--- config.mk ---
export PLATFORM = sky130hd
export DESIGN_NAME = group_pending_command_scheduler_top
export DESIGN_NICKNAME = d
export VERILOG_FILES = /design/src/hdl/gpcs_pkg.sv /design/src/hdl/gpcs_select.sv /design/src/hdl/group_pending_command_scheduler_top.sv
export SDC_FILE = /design/constraint.sdc
export NUM_CORES = 1
export LEC_CHECK = 0
export BUFFER_PORTS_ARGS = -buffer_cell sky130_fd_sc_hd__buf_4
export CAP_MARGIN = 20
export CORE_MARGIN = 10
export CORE_UTILIZATION = 45
export CTS_BUF_LIST = sky130_fd_sc_hd__clkbuf_2 sky130_fd_sc_hd__clkbuf_4 sky130_fd_sc_hd__clkbuf_8
export DETAILED_ROUTE_END_ITERATION = 12
export PLACE_DENSITY = 0.69
export SLEW_MARGIN = 0
export SYNTH_ARGS = -nofsm -noshare
export SYNTH_HDL_FRONTEND = slang
export SYNTH_SLANG_ARGS = --single-unit
--- constraint.sdc ---
create_clock -name clk -period 4.4 [get_ports clk]
set_input_delay 0.44 -clock clk [delete_from_list [all_inputs] [get_ports clk]]
set_output_delay 0.44 -clock clk [all_outputs]
set_load 0.02 [all_outputs]
--- src/hdl/gpcs_pkg.sv ---
// ----------------------------------------------------------------------------
// gpcs_pkg: shared types and constants of the group pending command scheduler
// Holds the opcode and command code sets, the request and result beat
// structs, and the per-group pending state record.
// ----------------------------------------------------------------------------
package gpcs_pkg;

	// Number of lighting groups that hold pending state.
	localparam int GROUP_COUNT = 16;
	// Width of an index into the per-group state.
	localparam int GIDX_W = (GROUP_COUNT > 1) ? $clog2(GROUP_COUNT) : 1;

	typedef enum logic [3:0] {
		OP_SERVICE = 4'd0,
		OP_RMAX    = 4'd1,
		OP_OFF     = 4'd2,
		OP_LEVEL   = 4'd3,
		OP_STEPUP  = 4'd4,
		OP_UP      = 4'd5,
		OP_DOWN    = 4'd6,
		OP_TCUP    = 4'd7,
		OP_TCDOWN  = 4'd8,
		OP_SCENE   = 4'd9,
		OP_REST    = 4'd10,
		OP_RELIGHT = 4'd11,
		OP_INHIBIT = 4'd12,
		OP_QUERY   = 4'd13
	} op_t;

	typedef enum logic [3:0] {
		CMD_RMAX    = 4'd0,
		CMD_OFF     = 4'd1,
		CMD_LEVEL   = 4'd2,
		CMD_STEPUP  = 4'd3,
		CMD_UP      = 4'd4,
		CMD_DOWN    = 4'd5,
		CMD_TCUP    = 4'd6,
		CMD_TCDOWN  = 4'd7,
		CMD_SCENE   = 4'd8,
		CMD_REST    = 4'd9,
		CMD_RELIGHT = 4'd10,
		CMD_INHIBIT = 4'd11,
		CMD_QUERY   = 4'd12
	} code_t;

	// Request beat. The opcode is kept as raw bits so unused codes pass through.
	typedef struct packed {
		logic [3:0] opcode;
		logic [3:0] group;
		logic [7:0] level;
		logic [3:0] scene_number;
		logic [7:0] sensor_address;
		logic       from_light_regulator;
		logic       sink_ready;
	} req_t;

	// Result beat.
	typedef struct packed {
		logic       cmd_valid;
		logic [3:0] cmd_code;
		logic [3:0] cmd_group;
		logic [7:0] cmd_argument;
	} rsp_t;

	// Pending flags and repeat counts of one group.
	typedef struct packed {
		logic       rmax;
		logic       off;
		logic       lvl;
		logic       stepup;
		logic       up;
		logic       down;
		logic       tcup;
		logic       tcdown;
		logic       scene;
		logic [1:0] rest_cnt;
		logic [1:0] relight_cnt;
		logic [1:0] inhibit_cnt;
		logic       query;
	} grp_state_t;

	// Outcome of the priority pick over one group's pending state.
	typedef struct packed {
		logic  hit;
		code_t code;
	} sel_t;

endpackage

--- src/hdl/gpcs_select.sv ---
// ----------------------------------------------------------------------------
// gpcs_select: fixed-priority pick of a group's pending command
// Returns whether anything is pending and the code of the highest-priority
// entry, in the order recall max, off, level, step up, up, down, color
// temperature up and down, scene, rest, relight, inhibit, query.
// ----------------------------------------------------------------------------
module gpcs_select import gpcs_pkg::*; (
	input  grp_state_t ent,
	output sel_t       sel
);

	always_comb begin
		sel.hit  = 1'b1;
		sel.code = CMD_RMAX;
		if (ent.rmax) begin
			sel.code = CMD_RMAX;
		end else if (ent.off) begin
			sel.code = CMD_OFF;
		end else if (ent.lvl) begin
			sel.code = CMD_LEVEL;
		end else if (ent.stepup) begin
			sel.code = CMD_STEPUP;
		end else if (ent.up) begin
			sel.code = CMD_UP;
		end else if (ent.down) begin
			sel.code = CMD_DOWN;
		end else if (ent.tcup) begin
			sel.code = CMD_TCUP;
		end else if (ent.tcdown) begin
			sel.code = CMD_TCDOWN;
		end else if (ent.scene) begin
			sel.code = CMD_SCENE;
		end else if (ent.rest_cnt != 2'd0) begin
			sel.code = CMD_REST;
		end else if (ent.relight_cnt != 2'd0) begin
			sel.code = CMD_RELIGHT;
		end else if (ent.inhibit_cnt != 2'd0) begin
			sel.code = CMD_INHIBIT;
		end else if (ent.query) begin
			sel.code = CMD_QUERY;
		end else begin
			sel.hit = 1'b0;
		end
	end

endmodule

--- src/hdl/group_pending_command_scheduler_top.sv ---
// ----------------------------------------------------------------------------
// group_pending_command_scheduler_top: per-group lighting command scheduler
// Posts lighting requests per group, cancels conflicting ones, and issues the
// highest-priority pending command of a group on a service beat.
// ----------------------------------------------------------------------------
// Usage
//   A request beat is taken at a rising edge with start high and busy low.
//   Its opcode either posts an action for one group or, for a service beat,
//   asks for that group's highest-priority pending command.
//   Every accepted beat yields exactly one result beat: done is high for one
//   cycle while result holds it. Only a service beat that finds something
//   pending with sink_ready set gives cmd_valid high; all other beats give
//   an all-zero result.
//   The beat is registered, then one pass of logic reads and writes the
//   addressed group's state and fills the result register.
//   Throughput is one beat per cycle: the state of a group is written at the
//   same edge that loads the next beat, so back-to-back beats to one group
//   see each other's updates.
//   Reset clears all pending flags and repeat counts at once; busy is high
//   during reset and for the first cycle after it. Level, scene and query
//   arguments hold no reset value and are read only behind their flags.
//   The receiver cannot stall: results are presented once and never held.
// ----------------------------------------------------------------------------
module group_pending_command_scheduler_top import gpcs_pkg::*; (
	input  logic clk,
	input  logic arst_n,
	input  logic start,
	output logic busy,
	input  req_t request,
	output logic done,
	output rsp_t result
);

	logic                accept;
	logic                busy_q;
	logic                valid_s1;
	req_t                req_s1;
	logic                done_q;
	rsp_t                rsp_q;
	rsp_t                rsp_d;

	grp_state_t          st_q [GROUP_COUNT];
	logic [7:0]          level_value_q [GROUP_COUNT];
	logic [3:0]          scene_value_q [GROUP_COUNT];
	logic [7:0]          query_addr_q  [GROUP_COUNT];

	logic [GIDX_W-1:0]   idx;
	logic                in_range;
	logic                wr_en;
	grp_state_t          ent;
	grp_state_t          ent_nxt;
	sel_t                sel;
	logic                issue;
	logic                lvl_blocked;
	logic                lvl_wr;
	logic                scene_wr;
	logic                query_wr;
	logic [7:0]          arg;

	logic [GROUP_COUNT-1:0] up_down_vec;
	logic [GROUP_COUNT-1:0] rest_grp_vec;

	// The block never needs to refuse a beat once out of reset.
	assign busy   = busy_q;
	assign accept = start && !busy_q;
	assign done   = done_q;
	assign result = rsp_q;

	// Handshake, input valid, done and result registers.
	always_ff @(posedge clk or negedge arst_n) begin
		if (!arst_n) begin
			busy_q   <= 1'b1;
			valid_s1 <= 1'b0;
			done_q   <= 1'b0;
			rsp_q    <= '0;
		end else begin
			busy_q   <= 1'b0;
			valid_s1 <= accept;
			done_q   <= valid_s1;
			rsp_q    <= valid_s1 ? rsp_d : '0;
		end
	end

	always_ff @(posedge clk) begin
		if (accept) begin
			req_s1 <= request;
		end
	end

	// Addressed group; groups past the populated range are ignored.
	assign idx      = GIDX_W'(req_s1.group);
	assign in_range = 32'(req_s1.group) < GROUP_COUNT;
	assign wr_en    = valid_s1 && in_range;
	assign ent      = st_q[idx];

	gpcs_select u_select (
		.ent (ent),
		.sel (sel)
	);

	assign issue       = (req_s1.opcode == OP_SERVICE) && sel.hit && req_s1.sink_ready;
	assign lvl_blocked = ent.up || ent.down || ent.rmax || ent.off;
	assign lvl_wr      = wr_en && (req_s1.opcode == OP_LEVEL)
		&& !(req_s1.from_light_regulator && lvl_blocked);
	assign scene_wr    = wr_en && (req_s1.opcode == OP_SCENE);
	assign query_wr    = wr_en && (req_s1.opcode == OP_QUERY);

	// Next state of the addressed group.
	always_comb begin
		ent_nxt = ent;
		case (req_s1.opcode)
			OP_SERVICE: begin
				if (issue) begin
					case (sel.code)
						CMD_RMAX:    ent_nxt.rmax = 1'b0;
						CMD_OFF:     ent_nxt.off = 1'b0;
						CMD_LEVEL:   ent_nxt.lvl = 1'b0;
						CMD_STEPUP:  ent_nxt.stepup = 1'b0;
						CMD_UP:      ent_nxt.up = 1'b0;
						CMD_DOWN:    ent_nxt.down = 1'b0;
						CMD_TCUP:    ent_nxt.tcup = 1'b0;
						CMD_TCDOWN:  ent_nxt.tcdown = 1'b0;
						CMD_SCENE:   ent_nxt.scene = 1'b0;
						CMD_REST:    ent_nxt.rest_cnt = ent.rest_cnt - 2'd1;
						CMD_RELIGHT: ent_nxt.relight_cnt = ent.relight_cnt - 2'd1;
						CMD_INHIBIT: ent_nxt.inhibit_cnt = ent.inhibit_cnt - 2'd1;
						CMD_QUERY:   ent_nxt.query = 1'b0;
						default: ;
					endcase
				end
			end
			OP_RMAX: begin
				ent_nxt.up    = 1'b0;
				ent_nxt.down  = 1'b0;
				ent_nxt.lvl   = 1'b0;
				ent_nxt.scene = 1'b0;
				ent_nxt.off   = 1'b0;
				ent_nxt.rmax  = 1'b1;
			end
			OP_OFF: begin
				ent_nxt.up    = 1'b0;
				ent_nxt.down  = 1'b0;
				ent_nxt.lvl   = 1'b0;
				ent_nxt.scene = 1'b0;
				ent_nxt.rmax  = 1'b0;
				ent_nxt.off   = 1'b1;
			end
			OP_LEVEL: begin
				// A regulator level only adds itself; a direct level also
				// cancels motion, scene, recall max and off.
				if (!req_s1.from_light_regulator) begin
					ent_nxt.up    = 1'b0;
					ent_nxt.down  = 1'b0;
					ent_nxt.scene = 1'b0;
					ent_nxt.rmax  = 1'b0;
					ent_nxt.off   = 1'b0;
				end
				if (lvl_wr) begin
					ent_nxt.lvl = 1'b1;
				end
			end
			OP_STEPUP: ent_nxt.stepup = 1'b1;
			OP_UP: begin
				ent_nxt.down = 1'b0;
				ent_nxt.up   = 1'b1;
			end
			OP_DOWN: begin
				ent_nxt.up   = 1'b0;
				ent_nxt.down = 1'b1;
			end
			OP_TCUP: begin
				ent_nxt.tcdown = 1'b0;
				ent_nxt.tcup   = 1'b1;
			end
			OP_TCDOWN: begin
				ent_nxt.tcup   = 1'b0;
				ent_nxt.tcdown = 1'b1;
			end
			OP_SCENE: ent_nxt.scene = 1'b1;
			OP_REST: begin
				ent_nxt.rest_cnt    = 2'd2;
				ent_nxt.relight_cnt = 2'd0;
				ent_nxt.inhibit_cnt = 2'd0;
			end
			OP_RELIGHT: begin
				ent_nxt.rest_cnt    = 2'd0;
				ent_nxt.relight_cnt = 2'd2;
				ent_nxt.inhibit_cnt = 2'd0;
			end
			OP_INHIBIT: begin
				ent_nxt.rest_cnt    = 2'd0;
				ent_nxt.relight_cnt = 2'd0;
				ent_nxt.inhibit_cnt = 2'd2;
			end
			OP_QUERY: ent_nxt.query = 1'b1;
			default: ;
		endcase
	end

	// Argument that goes with the issued command.
	always_comb begin
		case (sel.code)
			CMD_LEVEL: arg = level_value_q[idx];
			CMD_SCENE: arg = {4'd0, scene_value_q[idx]};
			CMD_QUERY: arg = query_addr_q[idx];
			default:   arg = 8'd0;
		endcase
	end

	always_comb begin
		rsp_d = '0;
		if (in_range && issue) begin
			rsp_d.cmd_valid    = 1'b1;
			rsp_d.cmd_code     = sel.code;
			rsp_d.cmd_group    = req_s1.group;
			rsp_d.cmd_argument = arg;
		end
	end

	// Pending flags and counts.
	always_ff @(posedge clk or negedge arst_n) begin
		if (!arst_n) begin
			for (int i = 0; i < GROUP_COUNT; i++) begin
				st_q[i] <= '0;
			end
		end else if (wr_en) begin
			st_q[idx] <= ent_nxt;
		end
	end

	// Command arguments, valid only while their flag is set.
	always_ff @(posedge clk) begin
		if (lvl_wr) begin
			level_value_q[idx] <= req_s1.level;
		end
		if (scene_wr) begin
			scene_value_q[idx] <= req_s1.scene_number;
		end
		if (query_wr) begin
			query_addr_q[idx] <= req_s1.sensor_address;
		end
	end

	// Per-group conflict views for checking.
	always_comb begin
		for (int i = 0; i < GROUP_COUNT; i++) begin
			up_down_vec[i]  = st_q[i].up && st_q[i].down;
			rest_grp_vec[i] = $countones({st_q[i].rest_cnt != 2'd0,
				st_q[i].relight_cnt != 2'd0, st_q[i].inhibit_cnt != 2'd0}) > 1;
		end
	end

`ifndef ASSERT_OFF
	// Every accepted beat gives a result, through the input valid and done registers.
	a_result_follows: assert property (@(posedge clk) disable iff (!arst_n)
		accept |=> ##1 done)
		else $error("accepted beat produced no result");

	// An issued command only appears on a result beat.
	a_valid_on_done: assert property (@(posedge clk) disable iff (!arst_n)
		result.cmd_valid |-> done)
		else $error("command issued outside a result beat");

	// Up and down cancel each other in every group.
	a_up_down_excl: assert property (@(posedge clk) disable iff (!arst_n)
		up_down_vec == '0)
		else $error("up and down pending together");

	// At most one of rest, relight and inhibit is pending in a group.
	a_rest_excl: assert property (@(posedge clk) disable iff (!arst_n)
		rest_grp_vec == '0)
		else $error("rest, relight or inhibit pending together");
`endif

endmodule

# Word level (Yosys, flattened, before mapping)
# Memory sizes are Yosys's and may differ from the RTL's. A register that Yosys moved wholly into a read port is not among the register bits.
# Index checks and enable logic that the tools add are counted.
[totals]
register_bits = 306
mem_bits_rw = 320
inputBits = 33
out_inout_bits = 19
wordCells = 345
n_memories = 3
[op_classes]
addsub = 3
n_lt_le_gt_ge = 2
n_eq_ne = 25
mux = 69
bitwise = 1
n_reduce_logical = 20
[mem_list]
columns = ["memory", "words", "word_bits", "rd", "rd_ports_with_merged_regs", "wr", "line", "text"]
rows = [
  ["level_value_q", 16, 8, 1, 1, 1, "group_pending_command_scheduler_top.sv:43", "logic [7:0] level_value_q [GROUP_COUNT];"],
  ["query_addr_q", 16, 8, 1, 1, 1, "group_pending_command_scheduler_top.sv:45", "logic [7:0] query_addr_q [GROUP_COUNT];"],
  ["scene_value_q", 16, 4, 1, 1, 1, "group_pending_command_scheduler_top.sv:44", "logic [3:0] scene_value_q [GROUP_COUNT];"],
]
[op_table]
columns = ["cell", "count"]
rows = [
  ["bitwise mux 256 bit", 1],
  ["binary-select mux 16 bit (select 4 bit)", 1],
  ["demux 16 bit (select 4 bit)", 1],
  ["two-way mux 16 bit", 4],
  ["two-way mux 4 bit", 16],
  ["equality test 4 bit, second input constant", 11],
  ["two-way mux 17 bit", 2],
  ["equality test 4 x 3 -> 1 bit, second input constant", 8],
  ["two-way mux 1 bit", 31],
  ["one-hot mux 6 bit (4 select lines)", 1],
  ["one-hot mux 8 bit (3 select lines)", 1],
  ["equality test 4 x 2 -> 1 bit, second input constant", 4],
  ["one-hot mux 3 bit (4 select lines)", 1],
  ["two-way mux 2 bit", 5],
  ["one-hot mux 2 bit (5 select lines)", 1],
  ["logical AND 1 bit", 9],
  ["equality test 4 x 1 -> 1 bit, second input constant", 2],
  ["zero test 4 bit", 2],
  ["one-hot mux 2 bit (3 select lines)", 1],
  ["nonzero test 2 bit", 3],
  ["subtractor 2 x 1 -> 2 bit, second input constant", 3],
  ["greater-or-equal comparator 5 bit, second input constant", 1],
  ["< comparator 5 x 1 -> 1 bit, second input constant", 1],
  ["inverter 4 -> 5 bit", 1],
  ["other kinds (5)", 9],
]

# Depth between registers and ports, before layout
[depth]
depth_word = 22
depth_mapped = 20
mapped_depth_nobuf = 12

# Cells and area by module
# Synthesis repeated with hierarchy kept, for this count alone.
[hier_totals]
cells_unflattened = 1724
hier_area_um2 = 26420.3
[by_module_without_submodules]
columns = ["module", "n_inst", "cells_per_inst", "area_per_inst_um2", "seq_area_each_um2"]
rows = [
  ["group_pending_command_scheduler_top", 1, 1698, 26258.9, 17498.0],
  ["gpcs_select", 1, 26, 161.4, 0.0],
]

# Worst setup path before layout
# OpenSTA, ideal clock, no wires.
[synth_timing]
path_type = "flip-flop to flip-flop"
from = "register req_s1, in the netlist idx[0]"
to = "register st_q[109] in the netlist's numbering"
setup_ps = 125
arrival_ps = 4280
t_required_ps = 4275
setup_slack_ps = -4
path_stages_with_launch = 20
path_buffers = 8
synth_period_minus_slack_ps = 4404
cell_sequence = "edfxtp_1 -> buf_6 -> buf_6 -> buf_6 -> buf_4 -> buf_2 -> buf_2 -> mux4_2 -> mux2_2 -> o21ai_0 -> ha_1 -> nor2b_1 -> a22o_1 -> a211oi_2 -> o22a_1 -> buf_2 -> o31ai_1 -> a22oi_2 -> buf_2 -> mux2_2"
[synth_between]
elab_chain_len = 22
elab_cells_between_ends = 52
cone_classes = "order compare: 2; eq/ne: 1; mux: 36; bitwise: 1; reduce/logical: 12"
[synth_rtl]
columns = ["item", "line", "text"]
rows = [
  ["start: declaration", "group_pending_command_scheduler_top.sv:37", "req_t req_s1;"],
  ["start signal: assignment", "group_pending_command_scheduler_top.sv:86", "req_s1 <= request;"],
  ["inverter 4 -> 5 bit (not written as such) *", "group_pending_command_scheduler_top.sv:94, group_pending_command_scheduler_top.sv:227", ""],
  ["binary-select mux 16 bit (select 4 bit)", "group_pending_command_scheduler_top.sv:94", "assign ent = st_q[idx];"],
  ["two-way mux 16 bit (not written as such) (2 in a row)", "group_pending_command_scheduler_top.sv:94", ""],
  ["nonzero test 2 bit, or another cell as far along", "gpcs_select.sv:37", "end else if (ent.inhibit_cnt != 2'd0) begin"],
  ["two-way mux 4 bit or two-way mux 1 bit (tied branches)", "gpcs_select.sv:37", ""],
  ["two-way mux 4 bit or two-way mux 1 bit (tied branches)", "gpcs_select.sv:35", "end else if (ent.relight_cnt != 2'd0) begin"],
  ["two-way mux 4 bit or two-way mux 1 bit (tied branches)", "gpcs_select.sv:33", "end else if (ent.rest_cnt != 2'd0) begin"],
  ["two-way mux 4 bit or two-way mux 1 bit (tied branches)", "gpcs_select.sv:31", "end else if (ent.scene) begin"],
  ["[5 not listed]", "--", ""],
  ["two-way mux 4 bit or two-way mux 1 bit (tied branches)", "gpcs_select.sv:19", "end else if (ent.lvl) begin"],
  ["two-way mux 4 bit or two-way mux 1 bit (tied branches)", "gpcs_select.sv:17", "end else if (ent.off) begin"],
  ["two-way mux 4 bit or two-way mux 1 bit (tied branches)", "gpcs_select.sv:15", "if (ent.rmax) begin"],
  ["equality test 4 x 2 -> 1 bit or logical AND 1 bit (tied branches)", "group_pending_command_scheduler_top.sv:114, group_pending_command_scheduler_top.sv:101", ""],
  ["two-way mux 1 bit or logical AND 1 bit (tied branches)", "group_pending_command_scheduler_top.sv:114, group_pending_command_scheduler_top.sv:101", ""],
  ["two-way mux 16 bit", "group_pending_command_scheduler_top.sv:113", "if (issue) begin"],
  ["one-hot mux 3 bit (4 select lines)", "group_pending_command_scheduler_top.sv:111", "case (req_s1.opcode)"],
  ["bitwise mux 256 bit *", "group_pending_command_scheduler_top.sv:227", "st_q[idx] <= ent_nxt;"],
  ["end signal: indexed assignment", "group_pending_command_scheduler_top.sv:227", ""],
  ["end: declaration", "group_pending_command_scheduler_top.sv:42", "grp_state_t st_q [GROUP_COUNT];"],
]
# Every way passes the cells marked *; elsewhere a longest branch is shown, timed or not. The select of a mux whose other input is x is not followed.
# A chain may end at the register's enable or synchronous reset.

# Worst setup path in the final report
[layout_timing]
from = "register req_s1, in the netlist idx[0]"
to = "register st_q[103] in the netlist's numbering"
[layout_between]
elab_chain_len = 22
elab_cells_between_ends = 46
cone_classes = "order compare: 2; eq/ne: 1; mux: 36; bitwise: 1; reduce/logical: 6"
[layout_rtl]
columns = ["item", "line"]
rows = [
  ["inverter 4 -> 5 bit (not written as such) *", "group_pending_command_scheduler_top.sv:94, group_pending_command_scheduler_top.sv:227"],
  ["binary-select mux 16 bit (select 4 bit)", "group_pending_command_scheduler_top.sv:94"],
  ["two-way mux 16 bit (not written as such) (2 in a row)", "group_pending_command_scheduler_top.sv:94"],
  ["nonzero test 2 bit, or another cell as far along", "gpcs_select.sv:37"],
  ["two-way mux 4 bit or two-way mux 1 bit (tied branches)", "gpcs_select.sv:37"],
  ["two-way mux 4 bit or two-way mux 1 bit (tied branches)", "gpcs_select.sv:35"],
  ["two-way mux 4 bit or two-way mux 1 bit (tied branches)", "gpcs_select.sv:33"],
  ["two-way mux 4 bit or two-way mux 1 bit (tied branches)", "gpcs_select.sv:31"],
  ["[5 not listed]", "--"],
  ["two-way mux 4 bit or two-way mux 1 bit (tied branches)", "gpcs_select.sv:19"],
  ["two-way mux 4 bit or two-way mux 1 bit (tied branches)", "gpcs_select.sv:17"],
  ["two-way mux 4 bit or two-way mux 1 bit (tied branches)", "gpcs_select.sv:15"],
  ["equality test 4 bit or logical AND 1 bit (tied branches)", "group_pending_command_scheduler_top.sv:114, group_pending_command_scheduler_top.sv:101"],
  ["two-way mux 1 bit or logical AND 1 bit (tied branches)", "group_pending_command_scheduler_top.sv:114, group_pending_command_scheduler_top.sv:101"],
  ["two-way mux 16 bit", "group_pending_command_scheduler_top.sv:113"],
  ["one-hot mux 1 bit (4 select lines)", "group_pending_command_scheduler_top.sv:111"],
  ["bitwise mux 256 bit *", "group_pending_command_scheduler_top.sv:227"],
]
# Marked as above.

==> impl_metrics.csv <==
group,metric,value,unit
run_status,run_status,"completed",
global_route,grt_max_degree,137,
timing,rsz0062_at_grt,"no",
setup_path,critical-path-top-delay-family,"multiplexers",
synth,synthArstFlopShare,43.8,%
placement,hpwlAfterDp,41.6,mm
setup_path,crit_chain,"buf_4 > mux4_2 > mux4_2 > inv_1 > ha_1 > o21ai_0 > a221oi_1 > nor4_2 > buf_4 > o21a_1 > nor2_1 > a22oi_2 > buf_12 > mux2_2",
layout,drive_gt1_share,33.5,%
timing,fin_crit,4.19,ns
pwr,p_total,12.9,mW
timing,whs,0.287,ns
placement,port_buffers,51,
die,core-area,58800,um2
timing,hold_viol,0,
flow_run,drv_cap,0,
clock_tree,clock-sinks,630,
setup_path,cp.depth,14,
synth,ys_types,72,
synth,postSynthAreaPerCell,15.8,um2
die,start_util,45.2,%
synth,synthTopCellsByCount,"350 x edfxtp_1, 275 x dfrtp_1, 225 x nand2_1",
setup_path,slowest_stage,"mux4_2",
global_route,grt_pass1_wl,98.9,mm
setup_path,required,4.97,ns
layout,finalNonFillerCells,2691,
synth,syn-num-nets,1718,
timing,setup_tns,0,ns
pwr,power.density,420,nW/um2
setup_path,cp.buffers_inverters,4,
synth,synth_top_cell_by_area,"edfxtp_1",
layout,fin_area,30600,um2
die,die-height,263,um
timing,min_period_over_period,95.1,%
setup_path,cp_max_fo,16,
setup_path,criticalPathCategory,"reg -> reg",
placement,post_dp_cell_area,28100,um2
placement,place_inst,2473,
setup_path,cp-start-kind,"register",
layout,num-fill-cells,4731,
die,std_cell_rows,89,
synth,synthCells,1682,
synth,synth_area_leaders,"edfxtp_1 40%, dfrtp_1 26%, mux4_2 14%",
placement,place_congestion,0.950,
detailed_routing,finalWirelength,64.4,mm
timing,fmax,0.239,GHz
layout,fin_nets,1871,
hold_path,hp-class,"in -> reg",
clock_tree,cts_tree,"done",
detailed_routing,drt_iter0_drc,1568,
clock_tree,cts_made_buffers,101,
clock_tree,ctsHtreeMaxLevel,3,
detailed_routing,vias,15600,
synth,post-synth-top-count-cell,"edfxtp_1",
synth,synth_top_flop_cell,"edfxtp_1",
timing,relSlewSlack,30.9,%
synth,synthesis.area,26600,um2
pwr,ir_worst_vdd,0.000270,V
clock_tree,root_buffer,"clkbuf_8",
synth,synth_edf_count,350,
timing,finalMaxSlewViolations,0,
detailed_routing,wl_per_cell,23.9,um
layout,insertedDiodeCount,0,
pwr,p_leak,11.7,nW
clock_tree,clockBufferDepth,3,
synth,yosysSeqAreaShare,65.8,%
global_route,grt.overflow.total,0,
setup_path,worst_setup_path_end_kind,"register",
setup_path,max_stage_delay,0.56,ns
hold_path,hold_path_depth,2,
global_route,antenna_found_initial,1,
global_route,grt_pass1_vias,16200,
timing,fin_worst_skew,0.0475,ns
synth,synth_top_area_share,39.5,%
detailed_routing,drc,0,
global_route,grtUsageTotal,18.5,%
synth,yosysWarnings,0,
setup_path,worstPathArrival,4.76,ns
clock_tree,worstSkewPairLatency,0.73,ns
detailed_routing,firstDrtPassIters,7,
timing,setup_viol,0,
detailed_routing,via_per_inst,5.79,
timing,worst_pin_slew,1.04,ns
synth,ys_ff_latch,630,
die,die_w,263,um
setup_path,r2r_cells,14,
die,num_io_pins,52,
clock_tree,cts.clk_slew.worst_paths,0.06,ns
detailed_routing,ant_nets,0,
layout,area_delta_synth_final,15.2,%
die,die-area,69200,um2
## state kept, by name (all words and copies together), names as in the netlist, named ones only
| name | count |
|---|---|
| level_value_q | 128 |
| st_q | 256 |
| result | 17 |
| done | 1 |
| scene_value_q | 64 |
| idx | 4 |
| valid_s1 | 1 |
| busy | 1 |
| query_addr_q | 128 |
| req_s1 | 26 |
## layout make-up
class                      instances  area (um2)  share of cell area (%)
tap                              773         967                    3.16
clock buffer                     146        1820                    5.94
inverter                          11        41.3                   0.135
sequential                       630       17500                    57.1
multi-input combinational        924        8580                    28.0
timing repair buffer             167        1410                    4.61
clock inverter                    40         320                    1.05
## cells by family (layout without fill, tap and decap cells)
| kind of cell | after synthesis | after routing | share of synthesized area, % |
|---|---|---|---|
| other cells | 1 | 1 | 0.0141 |
| flops | 630 | 630 | 65.8 |
| compound gates | 203 | 203 | 5.17 |
| xor+xnor | 2 | 2 | 0.0941 |
| fa+ha+maj | 3 | 3 | 0.141 |
| buf+inv | 128 | 364 | 2.20 |
| simple gates | 414 | 414 | 6.89 |
| mux | 301 | 301 | 19.7 |
## per-layer routing
metal	vias up	global-route usage, %	wire [um]	part of all wire, %
li1	6710	-	-	-
met1	8175	24.1	26700	41
met2	557	30.7	32100	50
met3	135	3.76	3920	6.1
met4	0	5.72	1720	2.7
met5	-	0	0	0
## per-stage QoR
step                      worst slack, ns  utilization [%]
final                               0.214             52.1
after global routing               0.0161             52.1
after CTS                          0.0606             52.0
after detailed placement           0.0826             47.9
after global placement              0.197             47.9
after floorplan                    0.0928                -
## final timing paths
kind | from | to | slack [ns]
worst min register to register | st_q[138] | st_q[138] | 0.47
worst max-delay path | idx[0] | st_q[103] | 0.21
min in group asynchronous | arst_n | result[8] | 0.49
worst max register to register | idx[0] | st_q[103] | 0.21
worst min-delay path | start | idx[3] | 0.29
max in group asynchronous | arst_n | st_q[179] | 2.87
## power breakdown
group / internal [mW] / switching [mW] / leakage, nW / total [mW]
Combinational: 0.500 / 0.571 / 3.59 / 1.07
Sequential: 6.43 / 0.163 / 6.93 / 6.60
Clock: 2.91 / 2.29 / 1.13 / 5.20
## cells in the final DEF (no fill, tap or decap), types with 11 or more instances in the layout
master	count
a21oi_1	28
a22oi_1	16
and2_1	16
buf_4	129
clkbuf_4	30
clkbuf_8	116
clkinv_1	14
clkinv_2	15
dfrtp_1	275
dlygate4sd3_1	31
edfxtp_1	350
inv_1	11
mux2_2	116
mux2i_1	18
mux4_2	166
nand2_1	225
nor2_1	104
o21ai_0	67
o21ai_1	38
## repair_timing
| action | in CTS | in global routing |
|---|---|---|
| buffers inserted | 0 | 1 |
| hold buffers | 31 | 0 |
| gates resized for setup | 0 | 4 |
| endpoints found under the hold margin | 166 | 0 |
| setup endpoints to repair | 0 | 68 |
Note: power is estimated with default switching activity, not from simulation.
